File: src/sv/fst_pkg.sv
// Shared types, codes and constants for the frame stage timer.
`default_nettype none

package fst_pkg;

  localparam int TIME_WIDTH_DEF = 64;
  localparam int RATE_W         = 30;
  localparam int REFRESH_W      = 10;
  localparam int DIM_W          = 16;
  localparam int TS_W           = 64;
  localparam int RES_W          = 64;
  localparam int OP_W           = 2;
  localparam int CFG_IDX_W      = 2;
  localparam int CFG_DATA_W     = 30;

  localparam logic [RATE_W-1:0]    NS_PER_SEC    = 30'd1000000000;
  localparam logic [RATE_W-1:0]    TICK_RATE_RST = 30'd1000000000;
  localparam logic [REFRESH_W-1:0] REFRESH_RST   = 10'd60;
  localparam logic [DIM_W-1:0]     WIDTH_RST     = 16'd1920;
  localparam logic [DIM_W-1:0]     HEIGHT_RST    = 16'd1080;

  typedef enum logic [OP_W-1:0] {
    OP_BEGIN   = 2'd0,
    OP_SCENE   = 2'd1,
    OP_RASTER  = 2'd2,
    OP_PRESENT = 2'd3
  } op_t;

  typedef enum logic [CFG_IDX_W-1:0] {
    REG_TICK_RATE      = 2'd0,
    REG_REFRESH_RATE   = 2'd1,
    REG_SURFACE_WIDTH  = 2'd2,
    REG_SURFACE_HEIGHT = 2'd3
  } reg_idx_t;

  typedef struct packed {
    logic [RATE_W-1:0]    tick_rate;
    logic [REFRESH_W-1:0] refresh_rate;
    logic                 valid;
  } cfg_t;

  typedef struct packed {
    logic start;
    logic budget;
  } span_req_t;

  typedef struct packed {
    logic done;
    logic fail;
  } span_rsp_t;

  typedef enum logic [1:0] {
    SP_IDLE,
    SP_MUL,
    SP_DIV,
    SP_DONE
  } span_ph_t;

  typedef enum logic [2:0] {
    C_IDLE,
    C_LAUNCH,
    C_RUN1,
    C_SECOND,
    C_RUN2,
    C_DONE
  } ctrl_st_t;

endpackage

`default_nettype wire

File: src/sv/fst_if.sv
// Handshake interfaces for the event, result and configuration channels.
`default_nettype none

interface fst_in_if;
  import fst_pkg::*;
  logic              valid;
  logic              ready;
  logic [OP_W-1:0]   operation;
  logic [TS_W-1:0]   timestamp;
  modport source (output valid, operation, timestamp, input ready);
  modport sink (input valid, operation, timestamp, output ready);
endinterface

interface fst_out_if;
  import fst_pkg::*;
  logic              valid;
  logic              ready;
  logic              ok;
  logic [RES_W-1:0]  stage_duration_ns;
  logic              frame_complete;
  logic              over_budget;
  logic              fits_budget;
  logic [RATE_W-1:0] budget_ns;
  modport source (output valid, ok, stage_duration_ns, frame_complete, over_budget,
                  fits_budget, budget_ns, input ready);
  modport sink (input valid, ok, stage_duration_ns, frame_complete, over_budget,
                fits_budget, budget_ns, output ready);
endinterface

interface fst_cfg_if;
  import fst_pkg::*;
  logic                  valid;
  logic                  ready;
  logic [CFG_IDX_W-1:0]  index;
  logic [CFG_DATA_W-1:0] data;
  modport source (output valid, index, data, input ready);
  modport sink (input valid, index, data, output ready);
endinterface

`default_nettype wire

File: src/sv/fst_cfg_regs.sv
// Configuration register file with the validity check used at frame begin.
`default_nettype none

module fst_cfg_regs (
  input  logic         clk,
  input  logic         rst_n,
  fst_cfg_if.sink      cfg_bus,
  output fst_pkg::cfg_t cfg
);
  import fst_pkg::*;

  logic [RATE_W-1:0]    tick_rate_r;
  logic [REFRESH_W-1:0] refresh_r;
  logic [DIM_W-1:0]     width_r;
  logic [DIM_W-1:0]     height_r;

  assign cfg_bus.ready = 1'b1;

  always_ff @(posedge clk) begin
    if (!rst_n) begin
      tick_rate_r <= TICK_RATE_RST;
      refresh_r   <= REFRESH_RST;
      width_r     <= WIDTH_RST;
      height_r    <= HEIGHT_RST;
    end else if (cfg_bus.valid) begin
      unique case (reg_idx_t'(cfg_bus.index))
        REG_TICK_RATE:      tick_rate_r <= cfg_bus.data[RATE_W-1:0];
        REG_REFRESH_RATE:   refresh_r   <= cfg_bus.data[REFRESH_W-1:0];
        REG_SURFACE_WIDTH:  width_r     <= cfg_bus.data[DIM_W-1:0];
        REG_SURFACE_HEIGHT: height_r    <= cfg_bus.data[DIM_W-1:0];
        default: ;
      endcase
    end
  end

  assign cfg.tick_rate    = tick_rate_r;
  assign cfg.refresh_rate = refresh_r;
  assign cfg.valid        = (tick_rate_r != '0) && (tick_rate_r <= NS_PER_SEC) &&
                            (refresh_r != '0) && (width_r != '0) && (height_r != '0);

endmodule

`default_nettype wire

File: src/sv/fst_span_unit.sv
// Bit-serial span unit: (end-start)*1e9 or, for a budget, 1e9; restoring divide.
`default_nettype none

module fst_span_unit #(
  parameter int TIME_WIDTH = fst_pkg::TIME_WIDTH_DEF
) (
  input  logic                          clk,
  input  logic                          rst_n,
  input  fst_pkg::span_req_t            req,
  input  logic [TIME_WIDTH-1:0]         end_tick,
  input  logic [TIME_WIDTH-1:0]         start_tick,
  input  logic [fst_pkg::RATE_W-1:0]    divisor,
  output fst_pkg::span_rsp_t            rsp,
  output logic [fst_pkg::RES_W-1:0]     quotient
);
  import fst_pkg::*;

  localparam int DW = TIME_WIDTH + RATE_W;
  localparam int CW = $clog2(DW + 1);

  span_ph_t ph_r, ph_nxt;

  logic [TIME_WIDTH-1:0] a_r, b_r, lo_r;
  logic                  brw_r, rev_r, ovf_r;
  logic [RATE_W-1:0]     acc_r, rem_r, dvs_r;
  logic [DW-1:0]         div_r;
  logic [RES_W-1:0]      q_r;
  logic [CW-1:0]         cnt_r;

  logic                  last;
  logic                  d_bit, brw_nxt, ge;
  logic [RATE_W:0]       sum, rr, diff;

  assign last    = (cnt_r == CW'(1));
  assign d_bit   = a_r[0] ^ b_r[0] ^ brw_r;
  assign brw_nxt = (~a_r[0] & b_r[0]) | (~(a_r[0] ^ b_r[0]) & brw_r);
  assign sum     = {1'b0, acc_r} + (d_bit ? {1'b0, NS_PER_SEC} : {(RATE_W + 1){1'b0}});
  assign rr      = {rem_r, div_r[DW-1]};
  assign ge      = (rr >= {1'b0, dvs_r});
  assign diff    = rr - {1'b0, dvs_r};

  always_ff @(posedge clk) begin
    if (!rst_n) begin
      ph_r <= SP_IDLE;
    end else begin
      ph_r <= ph_nxt;
    end
  end

  always_comb begin
    ph_nxt = ph_r;
    unique case (ph_r)
      SP_IDLE: begin
        if (req.start) begin
          ph_nxt = req.budget ? SP_DIV : SP_MUL;
        end
      end
      SP_MUL: begin
        if (last) begin
          ph_nxt = SP_DIV;
        end
      end
      SP_DIV: begin
        if (last) begin
          ph_nxt = SP_DONE;
        end
      end
      SP_DONE: ph_nxt = SP_IDLE;
      default: ph_nxt = SP_IDLE;
    endcase
  end

  always_ff @(posedge clk) begin
    if (!rst_n) begin
      cnt_r <= '0;
    end else begin
      case (ph_r)
        SP_IDLE: begin
          if (req.start) begin
            cnt_r <= req.budget ? CW'(DW) : CW'(TIME_WIDTH);
          end
        end
        SP_MUL: cnt_r <= last ? CW'(DW) : cnt_r - 1'b1;
        SP_DIV: cnt_r <= cnt_r - 1'b1;
        default: ;
      endcase
    end
  end

  always_ff @(posedge clk) begin
    case (ph_r)
      SP_IDLE: begin
        if (req.start) begin
          a_r   <= end_tick;
          b_r   <= start_tick;
          brw_r <= 1'b0;
          acc_r <= '0;
          dvs_r <= divisor;
          rem_r <= '0;
          q_r   <= '0;
          ovf_r <= 1'b0;
          rev_r <= 1'b0;
          div_r <= DW'(NS_PER_SEC);
        end
      end
      SP_MUL: begin
        a_r   <= a_r >> 1;
        b_r   <= b_r >> 1;
        brw_r <= brw_nxt;
        acc_r <= sum[RATE_W:1];
        lo_r  <= {sum[0], lo_r[TIME_WIDTH-1:1]};
        if (last) begin
          div_r <= {sum[RATE_W:1], sum[0], lo_r[TIME_WIDTH-1:1]};
          rev_r <= brw_nxt;
        end
      end
      SP_DIV: begin
        rem_r <= ge ? diff[RATE_W-1:0] : rr[RATE_W-1:0];
        div_r <= div_r << 1;
        q_r   <= {q_r[RES_W-2:0], ge};
        ovf_r <= ovf_r | q_r[RES_W-1];
      end
      default: ;
    endcase
  end

  assign rsp.done = (ph_r == SP_DONE);
  assign rsp.fail = rev_r | ovf_r;
  assign quotient = q_r;

  a_rem_below_divisor: assert property (@(posedge clk) disable iff (!rst_n)
    (ph_r == SP_DIV && dvs_r != '0) |-> (rem_r < dvs_r))
    else $error("division remainder reached the divisor");

  a_count_live: assert property (@(posedge clk) disable iff (!rst_n)
    (ph_r == SP_MUL || ph_r == SP_DIV) |-> (cnt_r != '0))
    else $error("step counter empty during a serial pass");

  a_done_after_div: assert property (@(posedge clk) disable iff (!rst_n)
    rsp.done |-> ($past(ph_r) == SP_DIV))
    else $error("span finished without a division pass");

endmodule

`default_nettype wire

File: src/sv/frame_stage_timer_unit.sv
// Top level of the frame stage timer: event sequencing, frame state and result register.
//
//   Channel  Port     Beat carries
//   event    in_bus   operation, timestamp
//   result   out_bus  ok, stage_duration_ns, frame_complete, over_budget, fits_budget, budget_ns
//   config   cfg_bus  index, data (always ready)
//
// Frame begin runs from one accepted event to the next through launch, the serial
// budget division, handoff, result and idle. Scene and raster add one bit-serial
// multiply pass. Present runs two such spans back to back.
// A failed check goes straight to the result.
// One event is in flight at a time; a finished result waits in the output register.
// Reset is synchronous and clears the frame state; no clearing pass is needed.
`default_nettype none

module frame_stage_timer_unit #(
  parameter int TIME_WIDTH = fst_pkg::TIME_WIDTH_DEF
) (
  input  logic       clk,
  input  logic       rst_n,
  fst_in_if.sink     in_bus,
  fst_out_if.source  out_bus,
  fst_cfg_if.sink    cfg_bus
);
  import fst_pkg::*;

  ctrl_st_t st_r, st_nxt;

  cfg_t                  cfg;
  span_req_t             span_req;
  span_rsp_t             span_rsp;
  logic [RES_W-1:0]      span_q;
  logic [TIME_WIDTH-1:0] span_start;
  logic [RATE_W-1:0]     span_div;

  op_t                   op_r;
  logic [TIME_WIDTH-1:0] ts_r;
  logic                  frame_begun_r, scene_seen_r, raster_seen_r, complete_r;
  logic [TIME_WIDTH-1:0] begin_tick_r, scene_tick_r, raster_tick_r;
  logic [RATE_W-1:0]     rate_r, budget_r;
  logic [RES_W-1:0]      total_r, res_r;
  logic                  ok_r;

  logic                  out_valid_r, o_ok_r, o_cmp_r, o_over_r, o_fits_r;
  logic [RES_W-1:0]      o_dur_r;
  logic [RATE_W-1:0]     o_bud_r;

  logic                  launch_ok, commit, over_nxt;
  logic                  complete_nxt;
  logic [RATE_W-1:0]     budget_nxt;
  logic [RES_W-1:0]      total_nxt;

  fst_cfg_regs u_cfg (
    .clk     (clk),
    .rst_n   (rst_n),
    .cfg_bus (cfg_bus),
    .cfg     (cfg)
  );

  fst_span_unit #(.TIME_WIDTH(TIME_WIDTH)) u_span (
    .clk        (clk),
    .rst_n      (rst_n),
    .req        (span_req),
    .end_tick   (ts_r),
    .start_tick (span_start),
    .divisor    (span_div),
    .rsp        (span_rsp),
    .quotient   (span_q)
  );

  assign in_bus.ready = (st_r == C_IDLE);
  assign commit       = (st_r == C_DONE) && (!out_valid_r || out_bus.ready);

  always_comb begin
    unique case (op_r)
      OP_BEGIN:   launch_ok = cfg.valid;
      OP_SCENE:   launch_ok = frame_begun_r;
      OP_RASTER:  launch_ok = scene_seen_r;
      OP_PRESENT: launch_ok = raster_seen_r;
      default:    launch_ok = 1'b0;
    endcase
  end

  always_comb begin
    case (op_r)
      OP_SCENE:   span_start = begin_tick_r;
      OP_RASTER:  span_start = scene_tick_r;
      OP_PRESENT: span_start = (st_r == C_SECOND) ? begin_tick_r : raster_tick_r;
      default:    span_start = begin_tick_r;
    endcase
    span_div = (op_r == OP_BEGIN) ? RATE_W'(cfg.refresh_rate) : rate_r;
  end

  always_ff @(posedge clk) begin
    if (!rst_n) begin
      st_r <= C_IDLE;
    end else begin
      st_r <= st_nxt;
    end
  end

  always_comb begin
    st_nxt   = st_r;
    span_req = '0;
    unique case (st_r)
      C_IDLE: begin
        if (in_bus.valid) begin
          st_nxt = C_LAUNCH;
        end
      end
      C_LAUNCH: begin
        if (launch_ok) begin
          span_req.start  = 1'b1;
          span_req.budget = (op_r == OP_BEGIN);
          st_nxt          = C_RUN1;
        end else begin
          st_nxt = C_DONE;
        end
      end
      C_RUN1: begin
        if (span_rsp.done) begin
          st_nxt = (!span_rsp.fail && op_r == OP_PRESENT) ? C_SECOND : C_DONE;
        end
      end
      C_SECOND: begin
        span_req.start = 1'b1;
        st_nxt         = C_RUN2;
      end
      C_RUN2: begin
        if (span_rsp.done) begin
          st_nxt = C_DONE;
        end
      end
      C_DONE: begin
        if (!out_valid_r || out_bus.ready) begin
          st_nxt = C_IDLE;
        end
      end
      default: st_nxt = C_IDLE;
    endcase
  end

  always_comb begin
    complete_nxt = complete_r;
    budget_nxt   = budget_r;
    total_nxt    = total_r;
    if (ok_r) begin
      case (op_r)
        OP_BEGIN: begin
          complete_nxt = 1'b0;
          budget_nxt   = res_r[RATE_W-1:0];
          total_nxt    = '0;
        end
        OP_PRESENT: begin
          complete_nxt = 1'b1;
          total_nxt    = res_r;
        end
        default: ;
      endcase
    end
    over_nxt = (total_nxt > RES_W'(budget_nxt));
  end

  always_ff @(posedge clk) begin
    if (in_bus.valid && in_bus.ready) begin
      op_r <= op_t'(in_bus.operation);
      ts_r <= in_bus.timestamp[TIME_WIDTH-1:0];
    end
    if ((st_r == C_RUN1 || st_r == C_RUN2) && span_rsp.done) begin
      res_r <= span_q;
    end
    if (commit && ok_r) begin
      case (op_r)
        OP_BEGIN: begin
          begin_tick_r <= ts_r;
          rate_r       <= cfg.tick_rate;
        end
        OP_SCENE:  scene_tick_r  <= ts_r;
        OP_RASTER: raster_tick_r <= ts_r;
        default: ;
      endcase
    end
    if (commit) begin
      o_ok_r   <= ok_r;
      o_dur_r  <= (ok_r && op_r != OP_BEGIN) ? res_r : '0;
      o_cmp_r  <= complete_nxt;
      o_over_r <= complete_nxt && over_nxt;
      o_fits_r <= complete_nxt && !over_nxt;
      o_bud_r  <= budget_nxt;
    end
  end

  always_ff @(posedge clk) begin
    if (!rst_n) begin
      ok_r          <= 1'b0;
      frame_begun_r <= 1'b0;
      scene_seen_r  <= 1'b0;
      raster_seen_r <= 1'b0;
      complete_r    <= 1'b0;
      budget_r      <= '0;
      total_r       <= '0;
      out_valid_r   <= 1'b0;
    end else begin
      if (st_r == C_LAUNCH) begin
        ok_r <= launch_ok;
      end else if ((st_r == C_RUN1 || st_r == C_RUN2) && span_rsp.done && span_rsp.fail) begin
        ok_r <= 1'b0;
      end
      if (commit) begin
        complete_r <= complete_nxt;
        budget_r   <= budget_nxt;
        total_r    <= total_nxt;
        if (ok_r) begin
          case (op_r)
            OP_BEGIN: begin
              frame_begun_r <= 1'b1;
              scene_seen_r  <= 1'b0;
              raster_seen_r <= 1'b0;
            end
            OP_SCENE:  scene_seen_r  <= 1'b1;
            OP_RASTER: raster_seen_r <= 1'b1;
            default: ;
          endcase
        end
      end
      if (commit) begin
        out_valid_r <= 1'b1;
      end else if (out_bus.ready) begin
        out_valid_r <= 1'b0;
      end
    end
  end

  assign out_bus.valid             = out_valid_r;
  assign out_bus.ok                = o_ok_r;
  assign out_bus.stage_duration_ns = o_dur_r;
  assign out_bus.frame_complete    = o_cmp_r;
  assign out_bus.over_budget       = o_over_r;
  assign out_bus.fits_budget       = o_fits_r;
  assign out_bus.budget_ns         = o_bud_r;

  a_complete_needs_stages: assert property (@(posedge clk) disable iff (!rst_n)
    complete_r |-> (frame_begun_r && scene_seen_r && raster_seen_r))
    else $error("frame complete without all earlier stages");

  a_stage_order: assert property (@(posedge clk) disable iff (!rst_n)
    (!raster_seen_r || scene_seen_r) && (!scene_seen_r || frame_begun_r))
    else $error("stage flags out of order");

  a_complete_on_present: assert property (@(posedge clk) disable iff (!rst_n)
    $rose(complete_r) |-> (op_r == OP_PRESENT))
    else $error("frame completed by an event other than present");

endmodule

`default_nettype wire
File: src/flat_wrapper.sv
// flat-port wrapper written by rule: the top's interface ports become plain ports
module frame_stage_timer_unit_flat import fst_pkg::*;
#(
  parameter int TIME_WIDTH = fst_pkg::TIME_WIDTH_DEF
)
  (clk, rst_n, in_bus_valid, in_bus_operation, in_bus_timestamp, in_bus_ready, out_bus_valid, out_bus_ok, out_bus_stage_duration_ns, out_bus_frame_complete, out_bus_over_budget, out_bus_fits_budget, out_bus_budget_ns, out_bus_ready, cfg_bus_valid, cfg_bus_index, cfg_bus_data, cfg_bus_ready);
  fst_in_if in_bus_i ();
  fst_out_if out_bus_i ();
  fst_cfg_if cfg_bus_i ();
  input  logic clk;
  input  logic rst_n;
  input wire logic [$bits(in_bus_i.valid)-1:0] in_bus_valid;
  input wire logic [$bits(in_bus_i.operation)-1:0] in_bus_operation;
  input wire logic [$bits(in_bus_i.timestamp)-1:0] in_bus_timestamp;
  output wire logic [$bits(in_bus_i.ready)-1:0] in_bus_ready;
  output wire logic [$bits(out_bus_i.valid)-1:0] out_bus_valid;
  output wire logic [$bits(out_bus_i.ok)-1:0] out_bus_ok;
  output wire logic [$bits(out_bus_i.stage_duration_ns)-1:0] out_bus_stage_duration_ns;
  output wire logic [$bits(out_bus_i.frame_complete)-1:0] out_bus_frame_complete;
  output wire logic [$bits(out_bus_i.over_budget)-1:0] out_bus_over_budget;
  output wire logic [$bits(out_bus_i.fits_budget)-1:0] out_bus_fits_budget;
  output wire logic [$bits(out_bus_i.budget_ns)-1:0] out_bus_budget_ns;
  input wire logic [$bits(out_bus_i.ready)-1:0] out_bus_ready;
  input wire logic [$bits(cfg_bus_i.valid)-1:0] cfg_bus_valid;
  input wire logic [$bits(cfg_bus_i.index)-1:0] cfg_bus_index;
  input wire logic [$bits(cfg_bus_i.data)-1:0] cfg_bus_data;
  output wire logic [$bits(cfg_bus_i.ready)-1:0] cfg_bus_ready;
  assign in_bus_i.valid = in_bus_valid;
  assign in_bus_i.operation = in_bus_operation;
  assign in_bus_i.timestamp = in_bus_timestamp;
  assign in_bus_ready = in_bus_i.ready;
  assign out_bus_valid = out_bus_i.valid;
  assign out_bus_ok = out_bus_i.ok;
  assign out_bus_stage_duration_ns = out_bus_i.stage_duration_ns;
  assign out_bus_frame_complete = out_bus_i.frame_complete;
  assign out_bus_over_budget = out_bus_i.over_budget;
  assign out_bus_fits_budget = out_bus_i.fits_budget;
  assign out_bus_budget_ns = out_bus_i.budget_ns;
  assign out_bus_i.ready = out_bus_ready;
  assign cfg_bus_i.valid = cfg_bus_valid;
  assign cfg_bus_i.index = cfg_bus_index;
  assign cfg_bus_i.data = cfg_bus_data;
  assign cfg_bus_ready = cfg_bus_i.ready;
  frame_stage_timer_unit #(.TIME_WIDTH(TIME_WIDTH)) u_core (.clk(clk), .rst_n(rst_n), .in_bus(in_bus_i), .out_bus(out_bus_i), .cfg_bus(cfg_bus_i));
endmodule
File: config.mk
export PLATFORM = sky130hd
export DESIGN_NAME = frame_stage_timer_unit_flat
export DESIGN_NICKNAME = d
export VERILOG_FILES = /design/src/sv/fst_pkg.sv /design/src/sv/fst_if.sv /design/src/sv/fst_cfg_regs.sv /design/src/sv/fst_span_unit.sv /design/src/sv/frame_stage_timer_unit.sv /design/src/flat_wrapper.sv
export SDC_FILE = /design/constraint.sdc
export NUM_CORES = 2
export LEC_CHECK = 0
export BUFFER_PORTS_ARGS = -buffer_cell sky130_fd_sc_hd__buf_4
export CAP_MARGIN = 30
export CORE_MARGIN = 2
export CORE_UTILIZATION = 61
export DETAILED_ROUTE_END_ITERATION = 6
export MAX_ROUTING_LAYER = met4
export PLACE_DENSITY = 0.86
export REMOVE_ABC_BUFFERS = 1
export SLEW_MARGIN = 20
export SYNTH_ARGS = -nofsm -noshare
export SYNTH_HDL_FRONTEND = slang
export SYNTH_SLANG_ARGS = --single-unit
File: constraint.sdc
create_clock -name clk -period 11.2 [get_ports clk]
set_clock_uncertainty 0.1 [all_clocks]
set_input_delay 2.24 -clock clk [delete_from_list [all_inputs] [get_ports clk]]
set_output_delay 2.24 -clock clk [all_outputs]
set_load 0.03 [all_outputs]
==> flow_summary.ini <==
[floorplan]
rows = 98
die_x_um = 272
die_h_um = 272
initial_core_util_pct = 61.5
pin_count = 204
dieArea_um2 = 74000
coreArea_um2 = 71200

[yosys]
synthMuxAreaShare_pct = 2.68
avgSynthCellArea_um2 = 13.5
synthSimpleGateAreaFrac_pct = 10.3
syn_inst = 3248
synth_warnings = 0
yosysTopAreaCell = edfxtp_1
ys_seq_elements = 1076
synth_top_area_share_pct = 61.1
synth_fa_ha_area_share_pct = 2.52
ys_async_sr_fraction_pct = 0
synth_ff_type = edfxtp_1
ys_seq_area_share_pct = 69.5
synth_xor_area_share_pct = 0.680
synth_compound_area_share_pct = 11.3
synth-edff-count = 892
yosysUniqueCellTypes = 80
synthTopCellsByArea = edfxtp_1 61%, dfxtp_1 8.4%, nand2_1 2.9%
synthTopCellsByCount = 892 x edfxtp_1, 338 x nand2_1, 218 x a21oi_1
synthesis.area_um2 = 43800
yosysMostFrequentCell = edfxtp_1
synth_top_family_by_area = compound AO/OA/AOI/OAI gates

[final_layout]
drive_above_1_share_pct = 14.7
layoutNonFillerInstCount = 4452
fin_nets = 3602
fillers = 4436
area_growth_pct = 13.8

[global_route]
grt_pass1_vias = 26600
grt_pass1_wl_mm = 142
antenna_found_initial = 1
grt_max_degree = 212
grt_overflow = 0
grt_usage_pct = 24.8

[route]
met2WireLength_mm = 44.2
drtAntennaViolNets = 0
drtIter0Drc = 2916
via_count = 27400
totalWireLength_mm = 90.3
drc_errors = 1
wl_met1_mm = 36.6
topRoutingLayerUsed = met4
viasPerCell = 6.16
wire_per_inst_um = 20.3
wl_met3_mm = 7.03
drtPass1Iterations = 7

[timing]
finalSetupTns_ns = 0
period_needed_ns = 4.43
worstMarginPinSlew_ns = 1.23
min_period_over_period_pct = 39.5
slew_violations = 0
holdWs_ns = 0.331
setup_viol = 0
hold_viol_final = 0
max_clock_freq_mhz = 226
slew-limit-headroom_pct = 18.1
rsz0062_at_grt = false

[worst_setup_path]
cp-end-kind = flop
startpoint_type = input port
crit_start = out_bus_ready
cp_data_arrival_time_ns = 4.59
reg2reg_from = u_core.u_span.a_r[0]
criticalPathCategory = in2reg
crit_fanout = 89
worstPathRequired_ns = 11.36

[pwr]
swShare_pct = 28.0
p_int_mw = 7.67
combPwrFrac_pct = 19.1
leakagePower_nw = 19.0
pwr-share-clk_pct = 32.6
power.share.sequential_pct = 48.4
ir_drop_v = 0.000196
power_density_nw_per_um2 = 214
p_switching_mw = 2.98

[clock_tree]
cts.path.max_buffers = 3
cts_resized = 0
cts-htree-levels = 3
clockRootBuffer = clkbuf_16
cts.sinks = 1076
clk_latency_ns = 0.67
cts_setup_buffers = 0
path_clk_slew_ns = 0.06
cts_tree = done
ctsHoldBuffers = 0
cts_inserted_buffers = 103

[placed_design]
routabilityCongestion = 0.883
place_inst = 4251
io_buffers = 202
dpl.hpwl_mm = 52.1

[worst_hold_path]
hold_path_class = reg2reg
hold_path.startpoint = u_core.u_span.quotient[22]

[flow_run]
drv_cap = 0

[run_status]
violations = design-rule violations
status = finished, violations left
==> per-layer routing <==
metal,up-vias,GRT usage [%]
met3,177,3.43
met2,1284,39.5
li1,12500,-
met5,-,-
met1,13500,33.2
met4,0,8.16
==> power by group through the flow <==
| stage | sequential, mW | clock (mW) | combinational (mW) |
|---|---|---|---|
| 4_1_cts | 5.15 | 3.51 | 2.00 |
| 3_5_place_dp | 5.22 | 0 | 1.98 |
| 3_3_place_gp | 5.21 | 0 | 1.88 |
| 5_1_grt | 5.18 | 3.67 | 2.23 |
| 2_1_floorplan | 5.30 | 0 | 1.37 |
| 6_report | 5.15 | 3.47 | 2.03 |
==> cell usage in the layout, fill, tap and decap left out, drive strengths merged, types with 26 or more instances in the layout <==
| cell | n |
|---|---|
| o211a | 63 |
| a22o | 54 |
| mux2i | 34 |
| nand3 | 157 |
| and3 | 75 |
| nor2b | 37 |
| dfxtp | 184 |
| buf | 245 |
| a221o | 76 |
| and2 | 98 |
| clkbuf | 135 |
| mux2 | 74 |
| o21ai | 60 |
| clkinv | 39 |
| a21oi | 219 |
| inv | 159 |
| ha | 85 |
| nor2 | 84 |
| nor4 | 34 |
| nand2 | 338 |
| a21o | 26 |
| a21boi | 90 |
| edfxtp | 892 |
==> logic make-up (layout without fill, tap and decap cells) <==
logic type                 after synthesis  count (layout)
DFF                                   1076            1076
other                                    1               2
xor gates and xnor gates                34              34
AOI/OAI and AO/OA                      685             685
muxes                                  108             108
and+or+nand+nor                        919             919
adders and majority gates               87              87
buffers and inverters                  338             591
==> critical path, cell delays in order <==
cell and delay (ns):
buf_4 0.07, nor2b_1 0.11, or3_1 0.52, inv_6 0.56, and3_2 0.29, buf_4 0.76
==> stage by stage <==
step	power (mW)	utilization, %	instance area (um2)	worst slack, ns
2_1_floorplan	6.67	-	43100	-5.45
3_3_place_gp	7.09	64.8	46200	6.12
3_5_place_dp	7.20	65.0	46300	6.03
4_1_cts	10.7	69.8	49700	6.69
5_1_grt	11.1	70.0	49900	6.59
6_report	10.6	70.0	49900	6.77
==> sequential cells by signal (all words and copies together) (netlist names), 64 cells and up <==
name / cells
u_core.u_span.b_r: 64
u_core.scene_tick_r: 64
u_core.raster_tick_r: 64
u_core.u_span.div_r: 94
u_core.ts_r: 64
u_core.u_span.quotient: 64
u_core.begin_tick_r: 64
u_core.total_r: 64
u_core.out_bus.stage_duration_ns: 64
u_core.res_r: 64
u_core.u_span.a_r: 64
==> final cells by class <==
| class | count | area, um2 | area share (%) |
|---|---|---|---|
| Antenna cell | 1 | 2.50 | 0.00502 |
| Clock buffer | 135 | 2790 | 5.60 |
| Clock inverter | 59 | 616 | 1.23 |
| Inverter | 152 | 576 | 1.15 |
| Multi-Input combinational cell | 1834 | 12200 | 24.4 |
| Sequential cell | 1076 | 30500 | 61.1 |
| Tap cell | 950 | 1190 | 2.38 |
| Timing Repair Buffer | 245 | 2040 | 4.10 |
==> worst paths after layout <==
kind | slack [ns] | cells past startpoint | endpoint
max | 6.77 | 6 | u_core.raster_tick_r[15]
min | 0.33 | 0 | u_core.res_r[22]
max reg2reg | 6.89 | 13 | u_core.u_span.div_r[92]
min reg2reg | 0.33 | 0 | u_core.res_r[22]
Power figures use the tool's default switching activity.
